## src/ttag_pkg.sv

```systemverilog
package ttag_pkg;

  // Number of tensor dimensions handled by the address generator.
  localparam int unsigned NDIM = 4;

  // Configuration port layout.
  localparam int unsigned CFG_INDEX_W = 3;
  localparam int unsigned CFG_DATA_W  = 16;

  // Register indexes.
  localparam logic [CFG_INDEX_W-1:0] REG_SIZE_DIM0   = 3'd0;
  localparam logic [CFG_INDEX_W-1:0] REG_SIZE_DIM1   = 3'd1;
  localparam logic [CFG_INDEX_W-1:0] REG_SIZE_DIM2   = 3'd2;
  localparam logic [CFG_INDEX_W-1:0] REG_SIZE_DIM3   = 3'd3;
  localparam logic [CFG_INDEX_W-1:0] REG_PERMUTATION = 3'd4;

  // Permutation register: two bits per output dimension.
  localparam int unsigned         PERM_W        = 8;
  localparam int unsigned         PERM_SEL_W    = 2;
  localparam logic [PERM_W-1:0]   PERM_IDENTITY = 8'd228;

  // Destination index bits that leave the block; higher bits read as zero.
  localparam int unsigned DEST_KEEP_W = 32;

  // Per-stage control that travels with each transaction.
  typedef struct packed {
    logic valid;
    logic last;
  } ttag_ctl_t;

endpackage

```

## src/ttag_coord_counter.sv

```systemverilog
module ttag_coord_counter
  import ttag_pkg::*;
#(
  parameter int unsigned DIM_WIDTH = 16
) (
  input  logic                             clk_i,
  input  logic                             rst_ni,
  input  logic                             clear_i,
  input  logic                             advance_i,
  input  logic [NDIM-1:0][DIM_WIDTH-1:0]   ext_i,
  output logic [NDIM-1:0][DIM_WIDTH-1:0]   coord_o,
  output logic                             last_o
);

  logic [NDIM-1:0][DIM_WIDTH-1:0] coord_q, coord_d;
  logic [NDIM-1:0]                wrap;
  logic [NDIM-1:0]                inc;

  // Row-major carry chain, innermost dimension first.
  always_comb begin
    for (int d = 0; d < NDIM; d++) begin
      wrap[d] = ((DIM_WIDTH+1)'(coord_q[d]) + (DIM_WIDTH+1)'(1)) >= (DIM_WIDTH+1)'(ext_i[d]);
    end
    inc[NDIM-1] = 1'b1;
    for (int d = NDIM - 2; d >= 0; d--) begin
      inc[d] = inc[d+1] & wrap[d+1];
    end
    for (int d = 0; d < NDIM; d++) begin
      if (!inc[d]) begin
        coord_d[d] = coord_q[d];
      end else if (wrap[d]) begin
        coord_d[d] = '0;
      end else begin
        coord_d[d] = coord_q[d] + DIM_WIDTH'(1);
      end
    end
  end

  always_ff @(posedge clk_i or negedge rst_ni) begin
    if (!rst_ni) begin
      coord_q <= '0;
    end else if (clear_i) begin
      coord_q <= '0;
    end else if (advance_i) begin
      coord_q <= coord_d;
    end
  end

  assign coord_o = coord_q;
  assign last_o  = &wrap;

endmodule

```

## src/ttag_horner_cell.sv

```systemverilog
module ttag_horner_cell
  import ttag_pkg::*;
#(
  parameter int unsigned STAGE      = 1,
  parameter int unsigned DIM_WIDTH  = 16,
  parameter int unsigned DATA_WIDTH = 64
) (
  input  logic                                clk_i,
  input  logic                                rst_ni,
  input  ttag_ctl_t                           ctl_i,
  output logic                                ready_o,
  input  logic [STAGE*DIM_WIDTH-1:0]          acc_i,
  input  logic [NDIM-1:0][DIM_WIDTH-1:0]      coords_i,
  input  logic [DIM_WIDTH-1:0]                ext_i,
  input  logic [DATA_WIDTH-1:0]               value_i,
  output ttag_ctl_t                           ctl_o,
  input  logic                                ready_i,
  output logic [(STAGE+1)*DIM_WIDTH-1:0]      acc_o,
  output logic [NDIM-1:0][DIM_WIDTH-1:0]      coords_o,
  output logic [DATA_WIDTH-1:0]               value_o
);

  localparam int unsigned OUT_W = (STAGE + 1) * DIM_WIDTH;

  ttag_ctl_t                      ctl_q;
  logic [OUT_W-1:0]               acc_q, acc_d;
  logic [NDIM-1:0][DIM_WIDTH-1:0] coords_q;
  logic [DATA_WIDTH-1:0]          value_q;

  assign ready_o = !ctl_q.valid || ready_i;

  // One Horner step: acc * extent + coordinate of this output dimension.
  assign acc_d = (OUT_W'(acc_i) * OUT_W'(ext_i)) + OUT_W'(coords_i[STAGE]);

  always_ff @(posedge clk_i or negedge rst_ni) begin
    if (!rst_ni) begin
      ctl_q <= '0;
    end else if (ready_o) begin
      ctl_q <= ctl_i;
    end
  end

  always_ff @(posedge clk_i) begin
    if (ready_o && ctl_i.valid) begin
      acc_q    <= acc_d;
      coords_q <= coords_i;
      value_q  <= value_i;
    end
  end

  assign ctl_o    = ctl_q;
  assign acc_o    = acc_q;
  assign coords_o = coords_q;
  assign value_o  = value_q;

endmodule

```

## src/tensor_transpose_address_gen_core.sv

```systemverilog
// Pipeline: capture stage, then three Horner cells; the last is the output register.
// Throughput: one element per cycle while the result side is not stalled; the 48x16
// multiply in the last cell sets the clock.
// Reset: sizes read 1, permutation is identity, coordinates are zero, pipeline empty.
// Any configuration write returns the coordinate counter to the first element.
module tensor_transpose_address_gen_core
  import ttag_pkg::*;
#(
  parameter int unsigned MAX_RANK    = 4,
  parameter int unsigned DIM_WIDTH   = 16,
  parameter int unsigned INDEX_WIDTH = 32,
  parameter int unsigned DATA_WIDTH  = 64
) (
  input  logic                    clk_i,
  input  logic                    rst_ni,
  // configuration write channel
  input  logic                    cfg_valid_i,
  output logic                    cfg_ready_o,
  input  logic [CFG_INDEX_W-1:0]  cfg_index_i,
  input  logic [CFG_DATA_W-1:0]   cfg_data_i,
  // element input channel
  input  logic                    in_valid_i,
  output logic                    in_ready_o,
  input  logic [DATA_WIDTH-1:0]   element_value_i,
  // result channel
  output logic                    out_valid_o,
  input  logic                    out_ready_i,
  output logic [INDEX_WIDTH-1:0]  dest_index_o,
  output logic [DATA_WIDTH-1:0]   value_out_o,
  output logic                    last_element_o,
  output logic                    index_overflow_o
);

  localparam int unsigned EXACT_W = NDIM * DIM_WIDTH;

  // ---------------------------------------------------------------------------
  // Configuration registers. Write them only while the pipeline is empty (the block
  // does not enforce it); then extents stay stable for every transaction in flight.
  // ---------------------------------------------------------------------------
  logic [NDIM-1:0][DIM_WIDTH-1:0] size_q;
  logic [PERM_W-1:0]              perm_q;
  logic                           cfg_fire;

  assign cfg_ready_o = 1'b1;
  assign cfg_fire    = cfg_valid_i && cfg_ready_o;

  always_ff @(posedge clk_i or negedge rst_ni) begin
    if (!rst_ni) begin
      for (int d = 0; d < NDIM; d++) begin
        size_q[d] <= DIM_WIDTH'(1);
      end
      perm_q <= PERM_IDENTITY;
    end else if (cfg_fire) begin
      unique case (cfg_index_i) inside
        REG_SIZE_DIM0, REG_SIZE_DIM1, REG_SIZE_DIM2, REG_SIZE_DIM3: begin
          size_q[cfg_index_i[PERM_SEL_W-1:0]] <= cfg_data_i[DIM_WIDTH-1:0];
        end
        REG_PERMUTATION: begin
          perm_q <= cfg_data_i[PERM_W-1:0];
        end
        default: begin
          // index beyond the register list: counter clear only
        end
      endcase
    end
  end

  // Effective extents: zero acts as one, and leading dims above the rank are one.
  logic [NDIM-1:0][DIM_WIDTH-1:0] ext;

  for (genvar d = 0; d < NDIM; d++) begin : g_ext
    if (d < NDIM - MAX_RANK) begin : g_unused
      assign ext[d] = DIM_WIDTH'(1);
    end else begin : g_used
      assign ext[d] = (size_q[d] == '0) ? DIM_WIDTH'(1) : size_q[d];
    end
  end

  // ---------------------------------------------------------------------------
  // Input coordinate counter and its permuted view.
  // ---------------------------------------------------------------------------
  logic [NDIM-1:0][DIM_WIDTH-1:0] coord;
  logic [NDIM-1:0][DIM_WIDTH-1:0] pcoord;
  logic [NDIM-1:0][DIM_WIDTH-1:0] pext;
  logic                           coord_last;
  logic                           in_fire;

  assign in_fire = in_valid_i && in_ready_o;

  ttag_coord_counter #(
    .DIM_WIDTH (DIM_WIDTH)
  ) u_counter (
    .clk_i     (clk_i),
    .rst_ni    (rst_ni),
    .clear_i   (cfg_fire),
    .advance_i (in_fire),
    .ext_i     (ext),
    .coord_o   (coord),
    .last_o    (coord_last)
  );

  // Output dim k takes input dim perm[k]. Coordinates always stay below their
  // extent, so no clamp is needed here.
  always_comb begin
    for (int k = 0; k < NDIM; k++) begin
      pcoord[k] = coord[perm_q[PERM_SEL_W*k +: PERM_SEL_W]];
      pext[k]   = ext[perm_q[PERM_SEL_W*k +: PERM_SEL_W]];
    end
  end

  // ---------------------------------------------------------------------------
  // Stage 0: capture the transaction with its permuted coordinates. Its
  // accumulator is simply the outermost output coordinate.
  // ---------------------------------------------------------------------------
  ttag_ctl_t                                  ctl_s    [NDIM];
  logic      [NDIM-1:0]                       ready_s;
  logic      [NDIM-1:0][EXACT_W-1:0]          acc_s;
  logic      [NDIM-1:0][DIM_WIDTH-1:0]        coords_s [NDIM];
  logic      [DATA_WIDTH-1:0]                 value_s  [NDIM];

  assign ready_s[0] = !ctl_s[0].valid || ready_s[1];
  assign in_ready_o = ready_s[0];

  always_ff @(posedge clk_i or negedge rst_ni) begin
    if (!rst_ni) begin
      ctl_s[0] <= '0;
    end else if (ready_s[0]) begin
      ctl_s[0].valid <= in_valid_i;
      ctl_s[0].last  <= coord_last;
    end
  end

  always_ff @(posedge clk_i) begin
    if (in_fire) begin
      coords_s[0] <= pcoord;
      value_s[0]  <= element_value_i;
    end
  end

  assign acc_s[0] = EXACT_W'(coords_s[0][0]);

  // ---------------------------------------------------------------------------
  // Horner chain: cell k folds in output dimension k.
  // ---------------------------------------------------------------------------
  for (genvar k = 1; k < NDIM; k++) begin : g_cell
    logic next_ready;

    if (k == NDIM - 1) begin : g_tail
      assign next_ready = out_ready_i;
    end else begin : g_mid
      assign next_ready = ready_s[k+1];
      assign acc_s[k][EXACT_W-1:(k+1)*DIM_WIDTH] = '0;
    end

    ttag_horner_cell #(
      .STAGE      (k),
      .DIM_WIDTH  (DIM_WIDTH),
      .DATA_WIDTH (DATA_WIDTH)
    ) u_cell (
      .clk_i    (clk_i),
      .rst_ni   (rst_ni),
      .ctl_i    (ctl_s[k-1]),
      .ready_o  (ready_s[k]),
      .acc_i    (acc_s[k-1][k*DIM_WIDTH-1:0]),
      .coords_i (coords_s[k-1]),
      .ext_i    (pext[k]),
      .value_i  (value_s[k-1]),
      .ctl_o    (ctl_s[k]),
      .ready_i  (next_ready),
      .acc_o    (acc_s[k][(k+1)*DIM_WIDTH-1:0]),
      .coords_o (coords_s[k]),
      .value_o  (value_s[k])
    );
  end

  // ---------------------------------------------------------------------------
  // Result: the last cell's register drives the outputs directly.
  // ---------------------------------------------------------------------------
  logic [EXACT_W-1:0] exact;

  assign exact          = acc_s[NDIM-1];
  assign out_valid_o    = ctl_s[NDIM-1].valid;
  assign last_element_o = ctl_s[NDIM-1].last;
  assign value_out_o    = value_s[NDIM-1];

  // Index is taken modulo 2^INDEX_WIDTH and only the low DEST_KEEP_W bits leave.
  for (genvar b = 0; b < INDEX_WIDTH; b++) begin : g_dest
    if (b < EXACT_W && b < DEST_KEEP_W) begin : g_bit
      assign dest_index_o[b] = exact[b];
    end else begin : g_zero
      assign dest_index_o[b] = 1'b0;
    end
  end

  if (INDEX_WIDTH >= EXACT_W) begin : g_no_ovf
    assign index_overflow_o = 1'b0;
  end else begin : g_ovf
    assign index_overflow_o = |exact[EXACT_W-1:INDEX_WIDTH];
  end

endmodule

```

## config.mk

```make
export PLATFORM = sky130hd
export DESIGN_NAME = tensor_transpose_address_gen_core
export DESIGN_NICKNAME = d
export VERILOG_FILES = /design/src/ttag_pkg.sv /design/src/ttag_coord_counter.sv /design/src/ttag_horner_cell.sv /design/src/tensor_transpose_address_gen_core.sv
export SDC_FILE = /design/constraint.sdc
export NUM_CORES = 2
export LEC_CHECK = 0
export BUFFER_PORTS_ARGS = -buffer_cell sky130_fd_sc_hd__buf_2
export CAP_MARGIN = 20
export CORE_ASPECT_RATIO = 0.7
export CORE_MARGIN = 1.5
export CORE_UTILIZATION = 59
export DETAILED_ROUTE_END_ITERATION = 16
export PLACE_DENSITY_LB_ADDON = 0.3
export SLEW_MARGIN = 20
export SYNTH_ARGS = -nofsm -noshare
export SYNTH_HDL_FRONTEND = slang
export SYNTH_SLANG_ARGS = --single-unit
```

## constraint.sdc

```tcl
create_clock -name clk_i -period 8.1 [get_ports clk_i]
set_clock_uncertainty 0.15 [all_clocks]
set_input_delay 1.215 -clock clk_i [delete_from_list [all_inputs] [get_ports clk_i]]
set_output_delay 1.215 -clock clk_i [all_outputs]
set_load 0.03 [all_outputs]
```

Word-level counts from Yosys, hierarchy flattened --
Cells that the tools add are included. W data, S select, Z words.
Storage, ports and cells: register bits after elaboration 656, bits of input ports 88, output and inout port bits 101, word-level logic and storage cells 121
Operators by class: add/sub/neg operators 11, multipliers 3, magnitude comparators 10, equality and inequality tests 4, mux-type cells 30, bitwise operators 2, reductions and logical operators 30
Operator list (number):
- $mux W16 | 19
- $bmux W16 S2 | 7
- $mux W64 | 2
- $add A16 B1 Y17 const B | 4
- $ge A17 B16 Y1 | 4
- $add A16 B1 Y16 const B | 4
- $add A64 B16 Y64 | 1
- $bwmux W64 | 1
- $logic_not A16 Y1 | 4
- $mul A48 B16 Y64 | 1
- $add A48 B16 Y48 | 1
- $mul A32 B16 Y48 | 1
- $add A32 B16 Y32 | 1
- $demux W16 S2 | 1
- $mul A16 B16 Y32 | 1
- $reduce_or A32 Y1 | 1
- $lt A2 B3 Y1 const B | 5
- $reduce_and A2 Y1 | 5
- $reduce_bool A2 Y1 | 4
- $eq A3 B2 Y1 const B | 2
- $logic_and A1 B1 Y1 | 5
- $logic_not A1 Y1 | 4
- $logic_or A1 B1 Y1 | 4
- $reduce_and A4 Y1 | 1
- other kinds (6) | 7

Depth between registers and ports, before layout --
word-level depth 8, mapped depth 30, depth with buffers taken out 25

Cells and area by module --
From an unflattened synthesis, not the netlist that was laid out.
Unflattened totals: cell total of the unflattened synthesis 7891, area total of the unflattened synthesis 83473.8 um2
By module, submodules not included:
- ttag_horner_cell at g_cell[3].u_cell | instances 1, cells each 3242, area an instance 31230.0 um2, sequential area each 5815.6 um2
- ttag_horner_cell at g_cell[2].u_cell | instances 1, cells each 2210, area an instance 22555.4 um2, sequential area each 5335.1 um2
- ttag_horner_cell at g_cell[1].u_cell | instances 1, cells each 1232, area an instance 14037.2 um2, sequential area each 4854.7 um2
- tensor_transpose_address_gen_core | instances 1, cells each 523, area an instance 9796.9 um2, sequential area each 5705.5 um2
- ttag_coord_counter | instances 1, cells each 684, area an instance 5854.4 um2, sequential area each 1601.5 um2

Least setup slack after synthesis --
OpenSTA, ideal clock, no wires.
path type reg-to-reg, start point register perm_q[6], end point register g_cell[3].u_cell.acc_q[62], data pin, library setup time 0.262 ns, data arrival time 7.367 ns, data required time 7.688 ns, setup slack 0.322 ns, cell stages (with the launch flop) 28, buffers on the path 5, clock period less this slack 7.778 ns, path through dfstp_2 clkbuf_1 buf_2 buf_2 mux4_2 buf_2 clkbuf_1 nand2_1 fa_1 fa_1 fa_1 fa_1 inv_1 fa_1 inv_1 fa_1 inv_1 ha_1 a21o_1 a31o_1 a221oi_2 a211oi_1 o211ai_1 a21oi_1 o31ai_2 o31a_1 o21ai_1 xor2_1
On the way: longest elaborated chain between the ends 4
RTL lines:
- start: declaration | line tensor_transpose_address_gen_core.sv:41 | logic [PERM_W-1:0] perm_q;
- start signal: assignment | line tensor_transpose_address_gen_core.sv:59 | perm_q <= cfg_data_i[PERM_W-1:0];
- $bmux W16 S2 | line tensor_transpose_address_gen_core.sv:107 | pext[k] = ext[perm_q[PERM_SEL_W*k +: PERM_SEL_W]];
- $mux W16 (not written as such) | line tensor_transpose_address_gen_core.sv:107
- $mul A48 B16 Y64 | line ttag_horner_cell.sv:33 | assign acc_d = (OUT_W'(acc_i) * OUT_W'(ext_i)) + OUT_W'(coords_i[STAGE]);
- $add A64 B16 Y64 | line ttag_horner_cell.sv:33
- named net g_cell[3].u_cell.acc_d[62] | line ttag_horner_cell.sv:26 | logic [OUT_W-1:0] acc_q, acc_d;
- end signal: assignment | line ttag_horner_cell.sv:45 | acc_q <= acc_d;
- end: declaration | line ttag_horner_cell.sv:26
The timed path passes the listed nets, and every way through them passes these cells. The select of a mux whose other input is x is not followed. A chain may end at the register's enable or synchronous reset.

Worst setup path in the final report --
Same ends and word-level chain as after synthesis.

==> flow_metrics.py <==
metrics = {
    "run_status": {
        "outcome": "completed",
    },
    "clock_network": {
        "cts_hold_buffers": 0,
        "clock_path_buffers": 3,
        "worst_skew_pair.late_latency_ps": 700,
        "tritoncts": "built",
        "cts-root-buf": "sky130_fd_sc_hd__clkbuf_16",
        "cts_made_buffers": 61,
        "clock_sink_count": 656,
        "worst_setup_hold_path_clk_slew_ps": 70,
        "htree_num_levels": 2,
    },
    "placed_design": {
        "dp_hpwl_um": 165000,
        "portBuffers": 187,
        "final_weighted_congestion_of_routability_driven_global_placement": 1.04,
    },
    "worst_setup_path": {
        "critical_path.endpoint_type": "register",
        "crit_type": "reg -> reg",
        "r2r_start": "perm_q[6]",
        "worst_setup_path_startpoint": "perm_q[6]",
        "critical_path_fanouts_max": 10,
        "setup.reg_to_reg.worst_slack_ps": 150,
        "timing.critical_path.required_ps": 8380,
        "setup.worst_path.start_class": "register",
        "critical_path_arrival_ps": 8230,
    },
    "sta": {
        "achievable-frequency_ghz": 0.126,
        "hold_violations": 0,
        "tns_ps": 0,
        "slew_viol_final": 0,
        "unrepaired_setup_endpoints_after_global_routing": "true",
        "report.final.setup_viol": 0,
        "worst-slew-pin-transition_ps": 1190,
        "relSlewSlack_pct": 20.0,
        "post-route-min-period_ps": 7950,
        "fin_crit_sh_pct": 98.2,
    },
    "finish": {
        "drive_above_1_share_pct": 8.85,
        "final_core_util_pct": 63.6,
        "finish.net_count": 9576,
        "layout_area_overhead_pct": 7.00,
    },
    "global_route": {
        "overflow": 0,
        "gr-usage-all-layers_pct": 31.7,
        "largest_net_degree_at_the_start_of_global_routing": 86,
        "grt_antenna_before_repair": 14,
        "first_pass_grt_wire_length_um": 327000,
        "first_global_vias": 56400,
    },
    "detailed_routing": {
        "remaining_drc_errors": 0,
        "detailroute.via_count": 54600,
        "drt-pass1-iter-count": 6,
        "antenna_left": 0,
        "wirelength_um": 211000,
        "drt_iter0_markers": 5407,
        "route.detailed.wl_per_inst_um": 22.2,
        "via_to_cell_ratio": 5.74,
    },
    "synthesis": {
        "synth_cell_types": 89,
        "yosysWarningCount": 0,
        "netlist.area_leader.share_pct": 33.5,
        "synth_edf_count": 512,
        "synth_top_flop_cell": "sky130_fd_sc_hd__edfxtp_1",
        "ys_ff_latch": 656,
        "synth_cells": 7671,
        "syn_area_mm2": 0.0778,
        "postSynthAreaPerCell_um2": 10.1,
        "synthDominantAreaCellType": "sky130_fd_sc_hd__fa_1",
        "synthTopCellsByArea": "sky130_fd_sc_hd__fa_1 34%, sky130_fd_sc_hd__edfxtp_1 20%, sky130_fd_sc_hd__inv_1 8.7%",
        "synth_sequential_area_ratio_pct": 24.4,
        "synthArstFlopShare_pct": 22.0,
        "synth_nets": 9543,
    },
    "floorplan": {
        "initial_core_util_pct": 59.5,
        "num_rows": 111,
        "die_boundary_width_um": 437,
        "die-height_um": 307,
        "boundaryPins": 189,
        "fp.coreArea_mm2": 0.131,
        "floorplan.die_area_mm2": 0.134,
    },
    "job": {
        "timing.max_cap.violations": 0,
    },
    "min_path": {
        "min-delay-start": "g_cell[1].u_cell.value_o[37]",
        "hold_class": "reg -> reg",
    },
}
-- path summary, 6_finish.rpt --
| kind | endpoint | cells after the start |
|---|---|---|
| max | g_cell[3].u_cell.acc_o[62] | 24 |
| min | g_cell[2].u_cell.value_o[37] | 0 |
| max reg2reg | g_cell[3].u_cell.acc_o[62] | 24 |
| min reg2reg | g_cell[2].u_cell.value_o[37] | 0 |
| max in group asynchronous | perm_q[4] | 2 |
| min in group asynchronous | u_counter.coord_o[44] | 1 |
-- cell usage after synthesis, types with 22 or more instances --
cell type and count:
sky130_fd_sc_hd__nand2b_1 53, sky130_fd_sc_hd__mux4_2 112, sky130_fd_sc_hd__mux2_2 31, sky130_fd_sc_hd__nor2_1 114, sky130_fd_sc_hd__o21ai_1 42, sky130_fd_sc_hd__buf_4 34, sky130_fd_sc_hd__nand4_1 35, sky130_fd_sc_hd__clkbuf_1 297
sky130_fd_sc_hd__edfxtp_1 512, sky130_fd_sc_hd__a21o_1 98, sky130_fd_sc_hd__dfrtp_1 136, sky130_fd_sc_hd__nor3_1 24, sky130_fd_sc_hd__fa_1 1302, sky130_fd_sc_hd__buf_2 34, sky130_fd_sc_hd__nand2_1 1224, sky130_fd_sc_hd__nand3_1 59
sky130_fd_sc_hd__ha_1 482, sky130_fd_sc_hd__nor4_1 24, sky130_fd_sc_hd__o21bai_1 22, sky130_fd_sc_hd__a21oi_1 137, sky130_fd_sc_hd__o21ai_0 109, sky130_fd_sc_hd__xor2_1 67, sky130_fd_sc_hd__and2_1 521, sky130_fd_sc_hd__o21a_1 25
sky130_fd_sc_hd__xnor2_1 116, sky130_fd_sc_hd__and3_1 37, sky130_fd_sc_hd__inv_1 1796
-- through the flow --
stage | setup WS (ps) | instances | cell area [µm²] | hold WS, ps
2_1_floorplan | 322 | 7671 | 77800 | 250
4_1_cts | 27.2 | 9465 | 82500 | 251
6_report | 149 | 9508 | 83200 | 254
3_5_place_dp | -7.99 | 9353 | 80400 | 255
5_1_grt | -48.4 | 9504 | 83200 | 250
3_3_place_gp | 72.8 | 9353 | 80400 | 250
-- worst max-delay path, cell delays in order, from the launching register on --
cell	delay, ps
sky130_fd_sc_hd__dfstp_2	680
sky130_fd_sc_hd__mux4_2	630
sky130_fd_sc_hd__buf_4	210
sky130_fd_sc_hd__and2_1	180
sky130_fd_sc_hd__fa_1	530
sky130_fd_sc_hd__inv_1	50
sky130_fd_sc_hd__fa_1	460
sky130_fd_sc_hd__fa_1	550
sky130_fd_sc_hd__inv_1	70
sky130_fd_sc_hd__fa_1	490
sky130_fd_sc_hd__fa_1	500
sky130_fd_sc_hd__inv_1	50
sky130_fd_sc_hd__fa_1	470
sky130_fd_sc_hd__inv_1	40
sky130_fd_sc_hd__ha_1	390
sky130_fd_sc_hd__nand2_1	180
sky130_fd_sc_hd__nor3_2	350
sky130_fd_sc_hd__o21ai_2	170
sky130_fd_sc_hd__a211oi_4	380
sky130_fd_sc_hd__o211ai_1	280
sky130_fd_sc_hd__a21oi_2	250
sky130_fd_sc_hd__o31ai_2	110
sky130_fd_sc_hd__o31a_1	290
sky130_fd_sc_hd__o21ai_1	150
sky130_fd_sc_hd__xor2_1	80
-- placed cells by master (no fill, tap or decap), types with 18 or more instances in the layout --
| cell | count |
|---|---|
| sky130_fd_sc_hd__xnor2_1 | 116 |
| sky130_fd_sc_hd__o21ai_1 | 38 |
| sky130_fd_sc_hd__nor3_1 | 22 |
| sky130_fd_sc_hd__nand4_1 | 35 |
| sky130_fd_sc_hd__inv_1 | 1795 |
| sky130_fd_sc_hd__nand2b_1 | 53 |
| sky130_fd_sc_hd__xor2_1 | 67 |
| sky130_fd_sc_hd__fa_1 | 1302 |
| sky130_fd_sc_hd__nor2b_1 | 20 |
| sky130_fd_sc_hd__nand3_1 | 59 |
| sky130_fd_sc_hd__nand2_1 | 1224 |
| sky130_fd_sc_hd__nor4_1 | 23 |
| sky130_fd_sc_hd__clkbuf_16 | 61 |
| sky130_fd_sc_hd__a31oi_1 | 18 |
| sky130_fd_sc_hd__and2_1 | 518 |
| sky130_fd_sc_hd__mux2_2 | 31 |
| sky130_fd_sc_hd__buf_2 | 186 |
| sky130_fd_sc_hd__o21ai_0 | 109 |
| sky130_fd_sc_hd__o21a_1 | 25 |
| sky130_fd_sc_hd__a21oi_1 | 131 |
| sky130_fd_sc_hd__buf_4 | 135 |
| sky130_fd_sc_hd__mux4_2 | 112 |
| sky130_fd_sc_hd__ha_1 | 475 |
| sky130_fd_sc_hd__nor2_1 | 112 |
| sky130_fd_sc_hd__buf_12 | 20 |
| sky130_fd_sc_hd__edfxtp_1 | 512 |
| sky130_fd_sc_hd__and3_1 | 37 |
| sky130_fd_sc_hd__dfrtp_1 | 133 |
| sky130_fd_sc_hd__a21o_1 | 98 |
| sky130_fd_sc_hd__o21bai_1 | 22 |
-- logic make-up after synthesis --
family,share of synthesized area [%]
muxes,3.76
buffers and inverters,10.7
adders and majority gates,41.3
DFF,24.4
xor gates and xnor gates,2.06
AOI/OAI and AO/OA,4.82
and+or+nand+nor,13.0
other,0.00482
-- routing by layer --
metal  global-route usage [%]  wire length [µm]  share of wire [%]  vias up
li1                         -                 -                  -    23500
met5                    0.143                83              0.039        -
met2                     46.1             90600                 43     3115
met3                     7.85             25100                 12      480
met1                     46.6             86900                 41    27500
met4                     11.0              8390                4.0       10
-- area by class of cell --
| type | count | area [µm²] |
|---|---|---|
| Antenna cell | 4 | 10.0 |
| Fill cell | 10400 | 47600 |
| Clock inverter | 37 | 469 |
| Multi-Input combinational cell | 4841 | 50700 |
| Clock buffer | 75 | 1650 |
| Sequential cell | 656 | 19000 |
| Timing Repair Buffer | 348 | 2440 |
| Inverter | 1796 | 6740 |
| Tap cell | 1751 | 2190 |
-- state kept, by name, indices dropped and copies added, names as in the netlist --
register                flops
acc_s                      16
coords_s                   48
ctl_s                       2
g_cell.u_cell.acc_o       144
g_cell.u_cell.coords_o     48
g_cell.u_cell.ctl_o         6
g_cell.u_cell.value_o     192
perm_q                      8
size_q                     64
u_counter.coord_o          64
value_s                    64
-- what timing repair did --
action | in CTS | in global routing
endpoints found under the setup margin | 4 | 30
pin swaps | 0 | 5
resized for setup | 4 | 47
cloned | 0 | 3
setup buffers | 0 | 36
Power is left out: the tool's default activity adds up to more than one toggle a clock period on the data nets, which glitch-free logic cannot reach.
